**config.mk**
```make
export PLATFORM = sky130hd
export DESIGN_NAME = name_registration_retry_machine
export DESIGN_NICKNAME = d
export VERILOG_FILES = /design/src/rtl/nrrm_pkg.sv /design/src/rtl/name_registration_retry_machine.sv
export SDC_FILE = /design/constraint.sdc
export NUM_CORES = 1
export LEC_CHECK = 0
export ABC_AREA = 1
export BUFFER_PORTS_ARGS = -buffer_cell sky130_fd_sc_hd__buf_2
export CAP_MARGIN = 0
export CORE_UTILIZATION = 35
export DETAILED_ROUTE_END_ITERATION = 8
export PLACE_DENSITY = 0.65
export SYNTH_ARGS = -nofsm -noshare
export SYNTH_HDL_FRONTEND = slang
export SYNTH_SLANG_ARGS = --single-unit
```
**constraint.sdc**
```tcl
create_clock -name clk -period 5.45 [get_ports clk]
set_input_delay 1.09 -clock clk [delete_from_list [all_inputs] [get_ports clk]]
set_output_delay 1.09 -clock clk [all_outputs]
set_load 0.02 [all_outputs]
```
**src/rtl/nrrm_pkg.sv**
```systemverilog
`default_nettype none
package nrrm_pkg;

  localparam int unsigned IdW      = 16;
  localparam int unsigned CodeW    = 4;
  localparam int unsigned TimeoutW = 8;
  localparam int unsigned LimitW   = 4;
  localparam int unsigned DelayW   = 16;
  localparam int unsigned CountW   = 16;
  localparam int unsigned AddrW    = 4;
  localparam int unsigned DataW    = 32;
  localparam int unsigned InDataW  = 24;
  localparam int unsigned OutDataW = 24;

  localparam logic [TimeoutW-1:0] RetryTimeoutReset = TimeoutW'(5);
  localparam logic [LimitW-1:0]   RetryLimitReset   = LimitW'(3);
  localparam logic [DelayW-1:0]   FailDelayReset    = DelayW'(5 * 60);
  localparam logic [IdW-1:0]      StartIdReset      = '0;

  typedef enum logic [1:0] {
    REG_RETRY_TIMEOUT = 2'd0,
    REG_RETRY_LIMIT   = 2'd1,
    REG_FAIL_DELAY    = 2'd2,
    REG_START_ID      = 2'd3
  } reg_index_t;

  typedef enum logic {
    KIND_TICK     = 1'b0,
    KIND_RESPONSE = 1'b1
  } item_kind_t;

  typedef struct packed {
    logic           rejected;
    logic           registered;
    logic [IdW-1:0] send_id;
    logic           is_demand;
    logic           send_now;
  } result_t;

endpackage
`default_nettype wire

```
**src/rtl/name_registration_retry_machine.sv**
```systemverilog
`default_nettype none
// a result is registered into the output register when its item is taken
// throughput: one item per cycle while m_tready drains the output; the state update sits in one compare/decrement stage
// s_tready stays high while the output register is empty or being drained
// reset (rst, synchronous) clears the state, loads the register defaults and
// sets the id counter to zero; no clearing pass follows reset
module name_registration_retry_machine
  import nrrm_pkg::*;
(
  input  wire                  clk,
  input  wire                  rst,
  input  wire                  s_tvalid,
  output logic                 s_tready,
  input  wire  [InDataW-1:0]   s_tdata,   // resp_id[15:0], resp_code[19:16], zero pad
  input  wire                  s_tuser,   // kind
  output logic                 m_tvalid,
  input  wire                  m_tready,
  output logic [OutDataW-1:0]  m_tdata,   // send_now, send_id, registered, rejected, zero pad
  output logic                 m_tuser,   // is_demand
  input  wire                  psel,
  input  wire                  penable,
  input  wire                  pwrite,
  input  wire  [AddrW-1:0]     paddr,
  input  wire  [DataW-1:0]     pwdata,
  output logic [DataW-1:0]     prdata,
  output logic                 pready
);

  logic [TimeoutW-1:0] retry_timeout;
  logic [LimitW-1:0]   retry_limit;
  logic [DelayW-1:0]   fail_delay;
  logic [IdW-1:0]      start_id;

  logic                done_flag, done_flag_next;
  logic [LimitW-1:0]   attempt_count, attempt_count_next;
  logic [CountW-1:0]   countdown, countdown_next;
  logic [IdW-1:0]      current_id, current_id_next;

  result_t             result, result_next;
  logic                out_valid;

  logic                take;
  logic                cfg_write;
  reg_index_t          cfg_index;
  logic [IdW-1:0]      resp_id;
  logic [CodeW-1:0]    resp_code;
  logic [CountW-1:0]   count_dec;

  assign pready    = 1'b1;
  assign cfg_write = psel & penable & pwrite & pready;
  assign cfg_index = reg_index_t'(paddr[3:2]);

  assign s_tready = ~out_valid | m_tready;
  assign take     = s_tvalid & s_tready;

  assign resp_id   = s_tdata[IdW-1:0];
  assign resp_code = s_tdata[IdW+CodeW-1:IdW];

  always_comb begin
    unique case (cfg_index)
      REG_RETRY_TIMEOUT: prdata = DataW'(retry_timeout);
      REG_RETRY_LIMIT:   prdata = DataW'(retry_limit);
      REG_FAIL_DELAY:    prdata = DataW'(fail_delay);
      REG_START_ID:      prdata = DataW'(start_id);
      default:           prdata = '0;
    endcase
  end

  always_comb begin
    done_flag_next     = done_flag;
    attempt_count_next = attempt_count;
    current_id_next    = current_id;
    count_dec          = (countdown != '0) ? countdown - CountW'(1) : countdown;
    countdown_next     = countdown;
    result_next        = '0;

    if (item_kind_t'(s_tuser) == KIND_TICK) begin
      countdown_next = count_dec;
      if (count_dec == '0 && !done_flag) begin
        current_id_next      = current_id + IdW'(1);
        result_next.send_now = 1'b1;
        // enough unanswered requests: claim the name with a demand
        if (attempt_count >= retry_limit) begin
          done_flag_next        = 1'b1;
          result_next.is_demand = 1'b1;
        end else begin
          attempt_count_next = attempt_count + LimitW'(1);
          countdown_next     = CountW'(retry_timeout);
        end
      end
    end else if (resp_id == current_id && resp_code != '0) begin
      attempt_count_next   = '0;
      countdown_next       = CountW'(fail_delay);
      result_next.rejected = 1'b1;
    end

    result_next.send_id    = current_id_next;
    result_next.registered = done_flag_next;
  end

  always_ff @(posedge clk) begin
    if (rst) begin
      retry_timeout <= RetryTimeoutReset;
      retry_limit   <= RetryLimitReset;
      fail_delay    <= FailDelayReset;
      start_id      <= StartIdReset;
      done_flag     <= 1'b0;
      attempt_count <= '0;
      countdown     <= '0;
      current_id    <= StartIdReset;
      out_valid     <= 1'b0;
    end else begin
      if (take) begin
        done_flag     <= done_flag_next;
        attempt_count <= attempt_count_next;
        countdown     <= countdown_next;
        current_id    <= current_id_next;
        out_valid     <= 1'b1;
      end else if (m_tready) begin
        out_valid <= 1'b0;
      end
      // config writes must arrive only while idle so they never race an item; the block does not enforce this
      if (cfg_write) begin
        unique case (cfg_index)
          REG_RETRY_TIMEOUT: retry_timeout <= pwdata[TimeoutW-1:0];
          REG_RETRY_LIMIT:   retry_limit   <= pwdata[LimitW-1:0];
          REG_FAIL_DELAY:    fail_delay    <= pwdata[DelayW-1:0];
          REG_START_ID: begin
            start_id   <= pwdata[IdW-1:0];
            current_id <= pwdata[IdW-1:0];
          end
          default: ;
        endcase
      end
    end
  end

  always_ff @(posedge clk) begin
    if (take) begin
      result <= result_next;
    end
  end

  assign m_tvalid = out_valid;
  assign m_tuser  = result.is_demand;
  assign m_tdata  = {{(OutDataW - IdW - 3){1'b0}}, result.rejected, result.registered,
                     result.send_id, result.send_now};

endmodule
`default_nettype wire

```
; ---- Word level (Yosys, flattened, before mapping)
; Index checks and enable logic that the tools add are counted.
[classes]
reduce_logical = 16
addsub = 3
n_bitwise = 6
n_lt_le_gt_ge = 1
n_mux = 23
n_eq_ne = 6
[ops]
columns = operator, n
row1 = two-way mux 16 bit, 10
row2 = case mux 32 bit (4 select lines), 1
row3 = adder 16 x 1 -> 16 bit (second input constant), 1
row4 = equality test 16 bit, 1
row5 = logical NOT 16 bit, 1
row6 = two-way mux 4 bit, 4
row7 = nonzero test 16 bit, 1
row8 = subtractor 16 x 1 -> 16 bit (second input constant), 1
row9 = AND reduction 2 bit, 5
row10 = two-way mux 1 bit, 8
row11 = adder 4 x 1 -> 4 bit (second input constant), 1
row12 = equality test 2 bit (second input constant), 2
row13 = greater-or-equal comparator 4 bit, 1
row14 = AND reduction 4 bit, 1
row15 = nonzero test 2 bit, 2
row16 = nonzero test 4 bit, 1
row17 = bitwise AND 1 bit, 3
row18 = equality test 2 x 1 -> 1 bit (second input constant), 1
row19 = logical AND 1 bit, 2
row20 = logical NOT 2 bit, 1
row21 = inequality test 2 x 1 -> 1 bit (second input constant), 1
row22 = inequality test 2 bit (second input constant), 1
row23 = inverter 1 bit, 2
row24 = OR reduction 2 bit, 1
row25 = 2 further kinds, 2
[totals]
elab_cells = 69
out_inout_bits = 60
in_bits = 68
regBits = 102

; ---- Longest topological paths before layout
[depth]
word_depth = 9
mapped_depth = 18
depth_no_buf = 18

; ---- Worst setup path after synthesis
; Ideal clock, no wire load.
[synth_timing]
kind = input -> output
start = input paddr[2]
end = output prdata[10]
setup_slack_ps = 2515
path_buffers = 1
path_stages = 5
required_ps = 4360
t_arrival_ps = 1845
path_cell_list = nand2_1 inv_1 clkbuf_1 nand2_1 o21ai_0
[synth_between]
elab_chain_cells = 2
word_cells_on_any_way = 5
classes_between = eq/ne (3) / mux (1) / reduce/logical (1)
[synth_rtl]
columns = item, line
row1 = start: declaration, name_registration_retry_machine.sv:23  ; input wire [AddrW-1:0] paddr,
row2 = "equality test 2 bit, or another cell as far along", name_registration_retry_machine.sv:60  ; unique case (cfg_index)
row3 = case mux 32 bit (4 select lines) (*), name_registration_retry_machine.sv:60
row4 = end: declaration, name_registration_retry_machine.sv:25  ; output logic [DataW-1:0] prdata,
; Every way passes the cells marked *; elsewhere a longest branch is shown, timed or not. The select of a mux whose other input is x is not followed.

; ---- Worst setup path in the final report
[layout_timing]
start = input paddr[2]
end = output prdata[3]
; The elaborated chain is that of the path after synthesis.

==> qor.yml <==
hold_depth: 2
fp-row-count: 46
netlist_area_um2: 5859
avgSynthCellArea_um2: 6.727
post_drt_wl_per_cell_um: 14.08
ys_seq_area_share_pct: 38.27
ant_nets: 0
synth-simple-area-share_pct: 32.71
dp_cells: 1139
dr.pass1.iters: 5
synth_ff_type: "dfxtp_1"
io_pins: 128
io_buffers: 83
drt_iter0_drc: 487
async_reset_ff_share_pct: 0
synth_edf_count: 20
layout_commonest_cell: "nand2_1"
critical_path_class: "in -> out"
cp_slowest_cell: "inv_1"
hold_violations: 0
clk_latency_ns: 0.36
start_util_pct: 36.36
grt_start_max_net_pins: 55
final_nets: 1009
arrival_ns: 2.28
routed_wl_um: 16260
synth_compound_area_share_pct: 13.75
synth_cell_types: 34
final_util_pct: 41.21
die_height_um: 131.4
period_needed_ns: 3.373
report.final.slew_viol_count: 0
cts_setup_buffers: 0
die-area_um2: 17260
drc: 0
fin_skew_ns: 0.006808
cts.sinks: 102
worstSetupEndpointType: "output pin"
power_frac_seq_pct: 45.1
hold_buffers: 0
via_per_inst: 4.886
hp-class: "reg -> reg"
h-tree-depth: 3
power.leakage_nw: 3.118
grtUsageTotal_pct: 19.05
gp_congestion: 0.8939
switchingPower_uw: 580.1
status: "complete, no violations"
cp_max_fo: 10
grt_antenna_before_repair: 0
power.density_nw_per_um2: 279.3
reg2reg_slack_ns: 2.51
ys_seq_elements: 102
worstMarginPinSlew_ns: 1.020
insertedDiodeCount: 0
slew_headroom_pct: 31.95
setup_viol: 0
regToRegStartpoint: "countdown[0]"
vias: 5643
clock-root-buffer: "clkbuf_16"
grt_pass1_wl_um: 25910
grt_pass1_vias: 5007
drive_gt1_share_pct: 13.10
cts_tree: "yes"
finalCritPeriodShare_pct: 61.89
synthCells: 871
p_int_mw: 1.275
numCtsBuffers: 9
synth_top_family_by_area: "simple AND/OR/NAND/NOR gates"
reg2reg_depth: 18
startpoint_type: "input pin"
tns_ns: 0
min_to: "start_id[10]"
max_cap_violations: 0
core-area_um2: 16120
overflow: 0
area_delta_synth_final_pct: 13.35
grt_setup_unrepaired: "no"
dpl.hpwl_um: 11910
synthMuxAreaShare_pct: 0
final_cell_mix: "nand2_1 (246), inv_1 (89), nor2_1 (86)"
ys_warn_count: 0
fmax_ghz: 0.2965
clkPwrFrac_pct: 35.2
die_w_um: 131.4
synth-xor-area-share_pct: 2.392
stdcell_count: 1155
p_sw_share_pct: 31.28
clockBufferDepth: 2
vdd_drop_max_v: 0.0001859
path_cells: "buf_2 > inv_1 > nand2_1 > inv_1 > nand2_1 > o2111ai_1 > buf_2"
hold_ws_ns: 0.4627
cp_slowest_stage_delay_ns: 0.34
r2r_end: "attempt_count[3]"
worstPathRequired_ns: 4.36
cts.reportedPaths.clkPinSlew_ns: 0.07
yosys.area_share.adder_pct: 1.495
combPwrFrac_pct: 19.7
hold_start: "start_id[10]"
cts_resized: 0
[Yosys cell counts (12+ instances only)]
cell type,instances,area (um2)
nor3_1,12,60.06
edfxtp_1,20,600.6
buf_4,23,172.7
nor2_1,86,322.8
dfxtp_1,82,1642
nand4_1,20,125.1
o21ai_0,70,350.3
nand2_1,246,923.4
nand3_1,52,260.3
a21oi_1,78,390.4
clkbuf_1,26,97.59
inv_1,89,334.1
[worst max-delay path by stage]
stage	from	to	slack (ns)	cells past startpoint
final	paddr[2]	prdata[3]	2.08	7
after global routing	paddr[2]	prdata[3]	1.94	7
after CTS	paddr[2]	prdata[2]	2.10	7
after detailed placement	s_tdata[7]	attempt_count[0]	1.93	11
after global placement	s_tdata[12]	attempt_count[0]	1.99	12
after floorplan	paddr[2]	prdata[10]	2.51	5
[per-layer routing]
| layer | track usage (%) | part of all wire [%] | vias up |
|---|---|---|---|
| li1 | - | - | 2913 |
| met4 | 5.362 | 1.5 | 0 |
| met2 | 29.08 | 44 | 198 |
| met3 | 4.360 | 6.4 | 21 |
| met5 | 0 | 0 | - |
| met1 | 26.69 | 48 | 2511 |
[cells by family after synthesis]
logic type / count (synthesis)
compound gates: 155
flops: 102
buf+inv: 148
other cells: 2
simple gates: 441
fa+ha+maj: 7
xor+xnor: 16
[critical path, delay by kind of cell]
family                 cells  cell delay [ns]
AOI/OAI and AO/OA          1             0.12
buffers and inverters      4             0.71
and+or+nand+nor            2             0.36
[power groups by stage]
| stage | combinational (mW) | clock, mW | sequential (mW) |
|---|---|---|---|
| 6_report | 0.365 | 0.653 | 0.837 |
| 5_1_grt | 0.413 | 0.695 | 0.842 |
| 2_1_floorplan | 0.267 | 0 | 0.861 |
| 3_3_place_gp | 0.359 | 0 | 0.853 |
| 3_5_place_dp | 0.361 | 0 | 0.854 |
| 4_1_cts | 0.363 | 0.666 | 0.837 |
[flip-flops by register name (all words and copies together) (netlist names), 4 cells and up]
name and count:
attempt_count 4, countdown 16, current_id 16, fail_delay 16, m_tdata 19, retry_limit 4
retry_timeout 8, start_id 16
[stage by stage]
stage	setup WS, ns	power, mW	cell area, um2
global placement	1.992	1.212	6340
global route	1.941	1.950	6641
detailed placement	1.932	1.215	6340
floorplan	2.515	1.128	5934
CTS	2.099	1.865	6641
finish	2.077	1.855	6641
[final cells by class]
cell class              instances  area [um2]
clock buffers                  11       264.0
clock inverters                 5       37.54
fillers                      1735        9474
inverters                      93       349.1
multi-input cells             641        3033
flip-flops and latches        102        2242
well taps                     216       270.3
repair buffers                 87       445.4
Note: power is estimated with default switching activity, not from simulation.
